===== config.mk =====
export PLATFORM = sky130hd
export DESIGN_NAME = puct_child_select
export DESIGN_NICKNAME = d
export VERILOG_FILES = /design/src/pcs_pkg.sv /design/src/pcs_ctrl.sv /design/src/pcs_dp.sv /design/src/puct_child_select.sv
export SDC_FILE = /design/constraint.sdc
export NUM_CORES = 2
export LEC_CHECK = 0
export BUFFER_PORTS_ARGS = -buffer_cell sky130_fd_sc_hd__buf_2
export CAP_MARGIN = 30
export CORE_MARGIN = 5
export CORE_UTILIZATION = 64
export DETAILED_ROUTE_END_ITERATION = 8
export GPL_ROUTABILITY_DRIVEN = 0
export PLACE_DENSITY = 0.89
export SYNTH_ARGS = -nofsm -noshare
export SYNTH_HDL_FRONTEND = slang
export SYNTH_HIERARCHICAL = 1
export SYNTH_SLANG_ARGS = --single-unit

===== constraint.sdc =====
create_clock -name clk_i -period 13.2 [get_ports clk_i]
set_input_delay 0.66 -clock clk_i [delete_from_list [all_inputs] [get_ports clk_i]]
set_output_delay 0.66 -clock clk_i [all_outputs]
set_load 0.01 [all_outputs]

===== src/pcs_pkg.sv =====
// pcs_pkg: shared constants and controller/datapath interface types
// for the puct child selection block; no dependencies
package pcs_pkg;

  localparam int unsigned MaxChildrenDef = 1024;
  localparam logic [23:0] ExploreWeightRst = 24'd6554;
  localparam logic [16:0] OneQ16 = 17'd65536;

  localparam int unsigned DivBits = 2;
  localparam int unsigned SqrtBits = 2;
  localparam int unsigned DivCycles = 64 / DivBits;
  localparam int unsigned SqrtCycles = 32 / SqrtBits;
  localparam int unsigned MeanSteps = 17;
  localparam int unsigned StepW = 5;

  typedef struct packed {
    logic load;
    logic div_step;
    logic mean_step;
    logic sqrt_step;
    logic mul;
    logic finish;
  } cmd_t;

  typedef struct packed {
    logic skip;
    logic last;
    logic out_free;
  } sts_t;

endpackage


===== src/pcs_ctrl.sv =====
// pcs_ctrl: sequencer for one child word, drives divider, root and score steps
// depends on pcs_pkg
module pcs_ctrl (
  input  logic          clk_i,
  input  logic          rst_ni,
  input  logic          in_valid_i,
  output logic          in_ready_o,
  input  pcs_pkg::sts_t sts_i,
  output pcs_pkg::cmd_t cmd_o
);
  import pcs_pkg::*;

  localparam logic [2:0] S_IDLE = 3'd0;
  localparam logic [2:0] S_DIV  = 3'd1;
  localparam logic [2:0] S_SQRT = 3'd2;
  localparam logic [2:0] S_MUL  = 3'd3;
  localparam logic [2:0] S_FIN  = 3'd4;

  logic [2:0]       state_q, state_d;
  logic [StepW-1:0] step_q, step_d;

  always_comb begin
    state_d    = state_q;
    step_d     = step_q;
    cmd_o      = '0;
    in_ready_o = 1'b0;
    case (state_q)
      S_IDLE: begin
        in_ready_o = 1'b1;
        if (in_valid_i) begin
          cmd_o.load = 1'b1;
          step_d     = '0;
          state_d    = sts_i.skip ? S_FIN : S_DIV;
        end
      end
      S_DIV: begin
        cmd_o.div_step  = 1'b1;
        cmd_o.mean_step = (step_q < StepW'(MeanSteps));
        if (step_q == StepW'(DivCycles - 1)) begin
          step_d  = '0;
          state_d = S_SQRT;
        end else begin
          step_d = step_q + 1'b1;
        end
      end
      S_SQRT: begin
        cmd_o.sqrt_step = 1'b1;
        if (step_q == StepW'(SqrtCycles - 1)) begin
          step_d  = '0;
          state_d = S_MUL;
        end else begin
          step_d = step_q + 1'b1;
        end
      end
      S_MUL: begin
        cmd_o.mul = 1'b1;
        state_d   = S_FIN;
      end
      S_FIN: begin
        if (!sts_i.last || sts_i.out_free) begin
          cmd_o.finish = 1'b1;
          state_d      = S_IDLE;
        end
      end
      default: begin
        state_d = S_IDLE;
      end
    endcase
  end

  always_ff @(posedge clk_i or negedge rst_ni) begin
    if (!rst_ni) begin
      state_q <= S_IDLE;
      step_q  <= '0;
    end else begin
      state_q <= state_d;
      step_q  <= step_d;
    end
  end

`ifndef SYNTHESIS
  a_one_cmd: assert property (@(posedge clk_i) disable iff (!rst_ni)
    $onehot0({cmd_o.load, cmd_o.div_step, cmd_o.sqrt_step, cmd_o.mul, cmd_o.finish}))
    else $error("more than one datapath command");
  a_div_to_sqrt: assert property (@(posedge clk_i) disable iff (!rst_ni)
    (state_q == S_DIV && step_q == StepW'(DivCycles - 1)) |=> (state_q == S_SQRT))
    else $error("divider did not hand over to square root");
`endif

endmodule


===== src/pcs_dp.sv =====
// pcs_dp: mean and ratio dividers, square root, score multiply and best tracking
// depends on pcs_pkg
module pcs_dp #(
  parameter int unsigned MAX_CHILDREN = pcs_pkg::MaxChildrenDef
) (
  input  logic          clk_i,
  input  logic          rst_ni,
  input  pcs_pkg::cmd_t cmd_i,
  output pcs_pkg::sts_t sts_o,
  input  logic [31:0]   child_visits_i,
  input  logic [47:0]   child_value_sum_i,
  input  logic [16:0]   child_prior_i,
  input  logic [31:0]   parent_visits_i,
  input  logic          last_child_i,
  input  logic          cfg_we_i,
  input  logic [23:0]   cfg_wdata_i,
  output logic          out_valid_o,
  input  logic          out_ready_i,
  output logic [9:0]    best_child_o
);
  import pcs_pkg::*;

  localparam int unsigned CntW = $clog2(MAX_CHILDREN + 1);
  localparam int unsigned IdxW = $clog2(MAX_CHILDREN);

  logic [23:0]     ew_q;
  logic [31:0]     visits_q;
  logic [32:0]     dvs_q;
  logic [16:0]     prior_q;
  logic            vz_q, pz_q, last_q, skip_q;
  logic [63:0]     num_q, num_div, num_sqrt;
  logic [32:0]     rem_q, rem_d;
  logic [31:0]     mrem_q, mrem_d;
  logic [16:0]     mnum_q, mnum_d;
  logic            msat_q;
  logic [31:0]     sroot_q, sroot_d;
  logic [33:0]     srem_q, srem_d;
  logic [24:0]     cp_q;
  logic [40:0]     expl_q;
  logic [CntW-1:0] cnt_q;
  logic [IdxW-1:0] best_idx_q, new_idx;
  logic [47:0]     best_score_q, score;
  logic            have_best_q, wins;
  logic            out_valid_q;
  logic [9:0]      best_child_q;
  logic [40:0]     cp_prod;
  logic [56:0]     ex_prod;
  logic [31:0]     factor;
  logic [16:0]     mean;
  logic [IdxW+9:0] widx;

  always_comb begin
    logic [32:0] r;
    logic [63:0] n;
    logic [33:0] t;
    r = rem_q;
    n = num_q;
    for (int i = 0; i < int'(DivBits); i++) begin
      t = {r, n[63]};
      n = {n[62:0], 1'b0};
      if (t >= {1'b0, dvs_q}) begin
        t    = t - {1'b0, dvs_q};
        n[0] = 1'b1;
      end
      r = t[32:0];
    end
    rem_d   = r;
    num_div = n;
  end

  always_comb begin
    logic [32:0] t;
    t      = {mrem_q, mnum_q[16]};
    mnum_d = {mnum_q[15:0], 1'b0};
    if (t >= {1'b0, visits_q}) begin
      t         = t - {1'b0, visits_q};
      mnum_d[0] = 1'b1;
    end
    mrem_d = t[31:0];
  end

  always_comb begin
    logic [33:0] s;
    logic [33:0] trial;
    logic [31:0] rt;
    logic [63:0] n;
    s  = srem_q;
    rt = sroot_q;
    n  = num_q;
    for (int i = 0; i < int'(SqrtBits); i++) begin
      s     = {s[31:0], n[63:62]};
      n     = {n[61:0], 2'b00};
      trial = {rt, 2'b01};
      if (s >= trial) begin
        s  = s - trial;
        rt = {rt[30:0], 1'b1};
      end else begin
        rt = {rt[30:0], 1'b0};
      end
    end
    srem_d   = s;
    sroot_d  = rt;
    num_sqrt = n;
  end

  assign cp_prod = {17'd0, ew_q} * {24'd0, prior_q};
  assign factor  = pz_q ? {15'd0, OneQ16} : sroot_q;
  assign ex_prod = {32'd0, cp_q} * {25'd0, factor};

  always_comb begin
    if (vz_q) begin
      mean = '0;
    end else if (msat_q || mnum_q > OneQ16) begin
      mean = OneQ16;
    end else begin
      mean = mnum_q;
    end
  end

  assign score   = {31'd0, mean} + {7'd0, expl_q};
  assign wins    = !skip_q && (!have_best_q || score > best_score_q);
  assign new_idx = wins ? cnt_q[IdxW-1:0] : best_idx_q;
  assign widx    = {10'd0, new_idx};

  always_ff @(posedge clk_i) begin
    if (cmd_i.load) begin
      visits_q <= child_visits_i;
      dvs_q    <= {1'b0, child_visits_i} + 33'd1;
      prior_q  <= child_prior_i;
      vz_q     <= (child_visits_i == 32'd0);
      pz_q     <= (parent_visits_i == 32'd0);
      last_q   <= last_child_i;
      skip_q   <= (cnt_q >= CntW'(MAX_CHILDREN));
      num_q    <= {parent_visits_i, 32'd0};
      rem_q    <= '0;
      mrem_q   <= {1'b0, child_value_sum_i[47:17]};
      mnum_q   <= child_value_sum_i[16:0];
      msat_q   <= ({1'b0, child_value_sum_i[47:17]} >= child_visits_i);
      srem_q   <= '0;
      sroot_q  <= '0;
    end
    if (cmd_i.div_step) begin
      num_q <= num_div;
      rem_q <= rem_d;
      cp_q  <= cp_prod[40:16];
    end
    if (cmd_i.mean_step) begin
      mrem_q <= mrem_d;
      mnum_q <= mnum_d;
    end
    if (cmd_i.sqrt_step) begin
      num_q   <= num_sqrt;
      srem_q  <= srem_d;
      sroot_q <= sroot_d;
    end
    if (cmd_i.mul) begin
      expl_q <= ex_prod[56:16];
    end
    if (cmd_i.finish && last_q) begin
      best_child_q <= widx[9:0];
    end
  end

  always_ff @(posedge clk_i or negedge rst_ni) begin
    if (!rst_ni) begin
      ew_q         <= ExploreWeightRst;
      cnt_q        <= '0;
      best_idx_q   <= '0;
      best_score_q <= '0;
      have_best_q  <= 1'b0;
      out_valid_q  <= 1'b0;
    end else begin
      if (cfg_we_i) begin
        ew_q <= cfg_wdata_i;
      end
      if (cmd_i.finish && last_q) begin
        cnt_q        <= '0;
        best_idx_q   <= '0;
        best_score_q <= '0;
        have_best_q  <= 1'b0;
      end else if (cmd_i.finish && !skip_q) begin
        cnt_q       <= cnt_q + 1'b1;
        have_best_q <= 1'b1;
        if (wins) begin
          best_idx_q   <= cnt_q[IdxW-1:0];
          best_score_q <= score;
        end
      end
      if (cmd_i.finish && last_q) begin
        out_valid_q <= 1'b1;
      end else if (out_ready_i) begin
        out_valid_q <= 1'b0;
      end
    end
  end

  assign sts_o.skip     = (cnt_q >= CntW'(MAX_CHILDREN));
  assign sts_o.last     = last_q;
  assign sts_o.out_free = !out_valid_q || out_ready_i;
  assign out_valid_o    = out_valid_q;
  assign best_child_o   = best_child_q;

`ifndef SYNTHESIS
  a_cnt_range: assert property (@(posedge clk_i) disable iff (!rst_ni)
    cnt_q <= CntW'(MAX_CHILDREN))
    else $error("child counter beyond limit");
  a_node_end: assert property (@(posedge clk_i) disable iff (!rst_ni)
    (cmd_i.finish && last_q) |=> (out_valid_q && !have_best_q && cnt_q == '0))
    else $error("node end did not post word and clear state");
`endif

endmodule


===== src/puct_child_select.sv =====
// puct_child_select: one child word accepted at a time; a scored child goes, from its
// acceptance to the earliest next one, through the accept step, the radix-4 ratio
// divider, the radix-4 square root, one multiply and one score compare. a child past
// the list limit goes straight to the score compare. the result word is registered at
// the last child's compare, which waits while the output register is full and unread.
// asynchronous active-low reset clears all control state, explore weight to 6554
module puct_child_select #(
  parameter int unsigned MAX_CHILDREN = pcs_pkg::MaxChildrenDef
) (
  input  logic        clk_i,
  input  logic        rst_ni,
  input  logic        cfg_we_i,
  input  logic [23:0] cfg_wdata_i,
  input  logic        in_valid_i,
  output logic        in_ready_o,
  input  logic [31:0] child_visits_i,
  input  logic [47:0] child_value_sum_i,
  input  logic [16:0] child_prior_i,
  input  logic [31:0] parent_visits_i,
  input  logic        last_child_i,
  output logic        out_valid_o,
  input  logic        out_ready_i,
  output logic [9:0]  best_child_o
);
  import pcs_pkg::*;

  cmd_t cmd;
  sts_t sts;

  pcs_ctrl u_ctrl (
    .clk_i      (clk_i),
    .rst_ni     (rst_ni),
    .in_valid_i (in_valid_i),
    .in_ready_o (in_ready_o),
    .sts_i      (sts),
    .cmd_o      (cmd)
  );

  pcs_dp #(
    .MAX_CHILDREN (MAX_CHILDREN)
  ) u_dp (
    .clk_i             (clk_i),
    .rst_ni            (rst_ni),
    .cmd_i             (cmd),
    .sts_o             (sts),
    .child_visits_i    (child_visits_i),
    .child_value_sum_i (child_value_sum_i),
    .child_prior_i     (child_prior_i),
    .parent_visits_i   (parent_visits_i),
    .last_child_i      (last_child_i),
    .cfg_we_i          (cfg_we_i),
    .cfg_wdata_i       (cfg_wdata_i),
    .out_valid_o       (out_valid_o),
    .out_ready_i       (out_ready_i),
    .best_child_o      (best_child_o)
  );

endmodule

==> flow_summary_export.csv <==
group,metric,value,unit
run_status,status,"finished, violations left",
run_status,failed_checks,"design-rule violations",
synth,synth_cell_types,98,
clocking,clk_latency,0.70,ns
sta,timing.final.max_slew_violations,0,
clocking,cts_made_buffers,56,
grt,grt_usage,33.51,%
routing,wl_per_cell,21.62,µm
pwr,ir_drop,0.3372,mV
synth,ys_dominant_reg_cell,"edfxtp_1",
synth,syn_nets,9315,
sta,timing.final.crit_share,64.94,%
routing,via_per_inst,6.365,
floorplanning,rows,120,
worst_setup_path,max_stage_delay,0.55,ns
worst_setup_path,worstPathArrival,9.01,ns
synth,async_flop_share,20.64,%
synth,syn_inst,7575,
synth,synth_area,69390,µm²
sta,slew_headroom,28.78,%
sta,setup_viol,0,
synth,ys_seq_area_share,19.60,%
clocking,clk_pin_slew_worst_paths,0.06,ns
worst_setup_path,crit_slowest_cell,"fa_1",
sta,final-hold-violation-count,0,
worst_setup_path,critical_path.endpoint_type,"flop",
sta,clock_skew,0.06151,ns
sta,holdWs,0.1395,ns
pwr,leakage,34.79,nW
floorplanning,num_io_pins,171,
sta,rsz0062_at_grt,"no",
clocking,cts_tree,"done",
grt,grt_pass1_wl,312.8,mm
pwr,p_per_area,103.8,nW/µm²
grt,grt_max_degree,113,
placement,numPortBuffers,170,
worst_setup_path,crit_family,"adder cells",
routing,drc,10,
worst_setup_path,startpoint_type,"flop",
synth,synth_seq_cells,470,
floorplanning,die_area,115100,µm²
sta,fin_crit,8.572,ns
floorplanning,die_height,339.3,µm
grt,grt_pass1_vias,60330,
clocking,cts-root-buf,"clkbuf_16",
worst_setup_path,crit_path_max_fanout,33,
routing,dr.pass1.iters,9,
sta,tightest_slew,1.068,ns
floorplanning,initial_core_util,64.63,%
finish,syn_to_final_growth,5.916,%
worst_hold_path,hold_path_class,"in -> reg",
synth,synth_edf_count,369,
worst_setup_path,critPathKind,"reg -> reg",
grt,antenna_found_initial,2,
floorplanning,core,107400,µm²
sta,fin_setup_tns,0,ns
flow_run,maxCapViolations,0,
clocking,clockBufferDepth,3,
synth,synth.avg_cell_area,9.160,µm²
routing,wl,194.5,mm
floorplanning,die_width,339.3,µm
placement,dp_hpwl,140.5,mm
finish,drive_above_1_share,6.747,%
worst_setup_path,critPathBufInv,7,
sta,clock.fmax,0.1167,GHz
worst_setup_path,cpMostUsedCell,"fa_1",
finish,nets,9281,
clocking,post_cts_resized,0,
routing,antenna_left,0,
clocking,cts_max_level,2,
routing,drtIter0Drc,6989,
routing,vias,57240,
worst_setup_path,required,13.64,ns
clocking,clock_sinks,470,
synth,yosysWarnings,6,
grt,gr-total-overflow,0,
per-stage QoR:
stage	cells	utilization (%)	instance area, µm²	setup slack, ns	power, mW
after CTS	8988	68.35	73380	4.776	7.591
after global routing	8993	68.46	73490	4.073	8.177
after floorplan	7575	-	69390	5.726	4.890
after global placement	8876	66.42	71300	5.148	5.631
after detailed placement	8881	66.49	71380	4.821	5.846
final	8993	68.46	73490	4.628	7.626
layer usage:
layer / share of wire (%) / GRT usage [%] / vias up / wire length, µm
li1: - / - / 24300 / -
met2: 46 / 53.94 / 4289 / 88930
met1: 35 / 41.96 / 27600 / 67940
met5: 0 / 0 / - / 0
met4: 6.6 / 17.58 / 0 / 12820
met3: 13 / 8.730 / 1055 / 24780
layout make-up:
cell class              count  area [µm²]
clock buffers              65        1445
well taps                1403        1755
diodes                      1       2.502
inverters                1334        5007
flip-flops and latches    470       13600
repair buffers            262        1669
fillers                  7525       33860
clock inverters            41       543.0
multi-input cells        5417       49470
cell usage in the layout (no fill, tap or decap), drive strengths merged, types with 129 or more instances in the layout:
cell,n
edfxtp,369
inv,1337
nor2,334
a21oi,348
ha,564
nand2,1016
buf,261
fa,1017
nand3,143
a21o,129
xnor2,167
and2,450
o21ai,229
synthesized netlist by cell type, types with 9 or more instances:
cell / instances / area share [%]
o21bai_1: 27 / 0.29
nor2b_1: 46 / 0.41
ha_1: 564 / 10
buf_1: 17 / 0.092
a311oi_1: 9 / 0.11
a21o_1: 129 / 1.4
clkbuf_1: 305 / 1.6
or2_2: 14 / 0.13
edfxtp_1: 369 / 16
and4_1: 19 / 0.24
a31oi_1: 31 / 0.28
nand2b_1: 43 / 0.39
o211ai_1: 18 / 0.19
nand2_1: 1016 / 5.5
and3_1: 42 / 0.38
xor2_1: 90 / 1.1
a211oi_1: 38 / 0.41
dfrtp_1: 90 / 3.2
and2_1: 450 / 4.1
inv_1: 1332 / 7.2
nor2_1: 333 / 1.8
a22o_1: 61 / 0.77
buf_2: 19 / 0.14
nand3_1: 143 / 1.0
nand4_1: 60 / 0.54
nor4_1: 31 / 0.28
fa_1: 1017 / 29
o21a_1: 53 / 0.57
nor3b_1: 17 / 0.18
xnor2_1: 167 / 2.1
mux2_2: 70 / 1.1
o31ai_1: 22 / 0.24
a2111oi_0: 11 / 0.14
or3_1: 17 / 0.15
a21oi_1: 346 / 2.5
a21boi_0: 19 / 0.21
o21ai_0: 223 / 1.6
mux2i_1: 67 / 0.97
nor3_1: 81 / 0.58
cell families after synthesis:
kind of cell | count (synthesis) | synth area share [%]
muxes | 137 | 2.103
and+or+nand+nor | 2346 | 16.13
AOI/OAI and AO/OA | 1096 | 10.16
xor gates and xnor gates | 257 | 3.244
DFF | 470 | 19.60
adders and majority gates | 1581 | 39.51
buffers and inverters | 1688 | 9.254
flip-flops by register name, indices dropped and copies added (netlist names), 3 cells and up:
register	flops
u_dp/mnum_q	17
u_dp/rem_q	33
u_dp/srem_q	32
u_dp/cnt_q	11
u_dp/cp_q	25
u_dp/dvs_q	33
u_dp/mrem_q	32
u_ctrl/state_q	3
u_dp/prior_q	17
u_dp/best_idx_q	10
u_dp/expl_q	41
u_ctrl/step_q	5
u_dp/best_score_q	42
u_dp/sroot_q	32
u_dp/num_q	64
u_dp/ew_q	24
u_dp/best_child_o	10
u_dp/visits_q	32
worst paths after layout:
| path | slack, ns | cells after the start | start | to |
|---|---|---|---|---|
| setup reg to reg | 4.63 | 27 | u_dp/pz_q | u_dp/expl_q[21] |
| setup / recovery | 4.63 | 27 | u_dp/pz_q | u_dp/expl_q[21] |
| max in group asynchronous | 11.75 | 4 | rst_ni | u_ctrl/step_q[2] |
| hold / removal | 0.14 | 1 | last_child_i | u_dp/last_q |
| hold reg to reg | 0.50 | 2 | u_dp/num_q[0] | u_dp/num_q[0] |
| min in group asynchronous | 0.55 | 2 | rst_ni | u_dp/ew_q[0] |
worst register-to-register path: cells and delay by family (launching register included):
family | cells | cell delay (ns)
AOI/OAI and AO/OA | 8 | 2.09
and+or+nand+nor | 3 | 0.80
xor gates and xnor gates | 1 | 0.17
buffers and inverters | 7 | 0.94
DFF | 1 | 0.37
adders and majority gates | 8 | 3.91
repair_timing:
action | in CTS | in global routing
endpoints found under the hold margin | 8 | 0
hold buffers | 1 | 0
buffers inserted | 0 | 0
report_power, final:
| part | internal [mW] | total (mW) | leakage [nW] | switching (mW) |
|---|---|---|---|---|
| clock | 0.974 | 1.69 | 0.941 | 0.718 |
| combinational | 1.79 | 4.07 | 29.2 | 2.29 |
| sequential | 1.81 | 1.86 | 4.63 | 0.0524 |
| total | 4.57 | 7.63 | 34.8 | 3.06 |
Power figures use the tool's default switching activity.
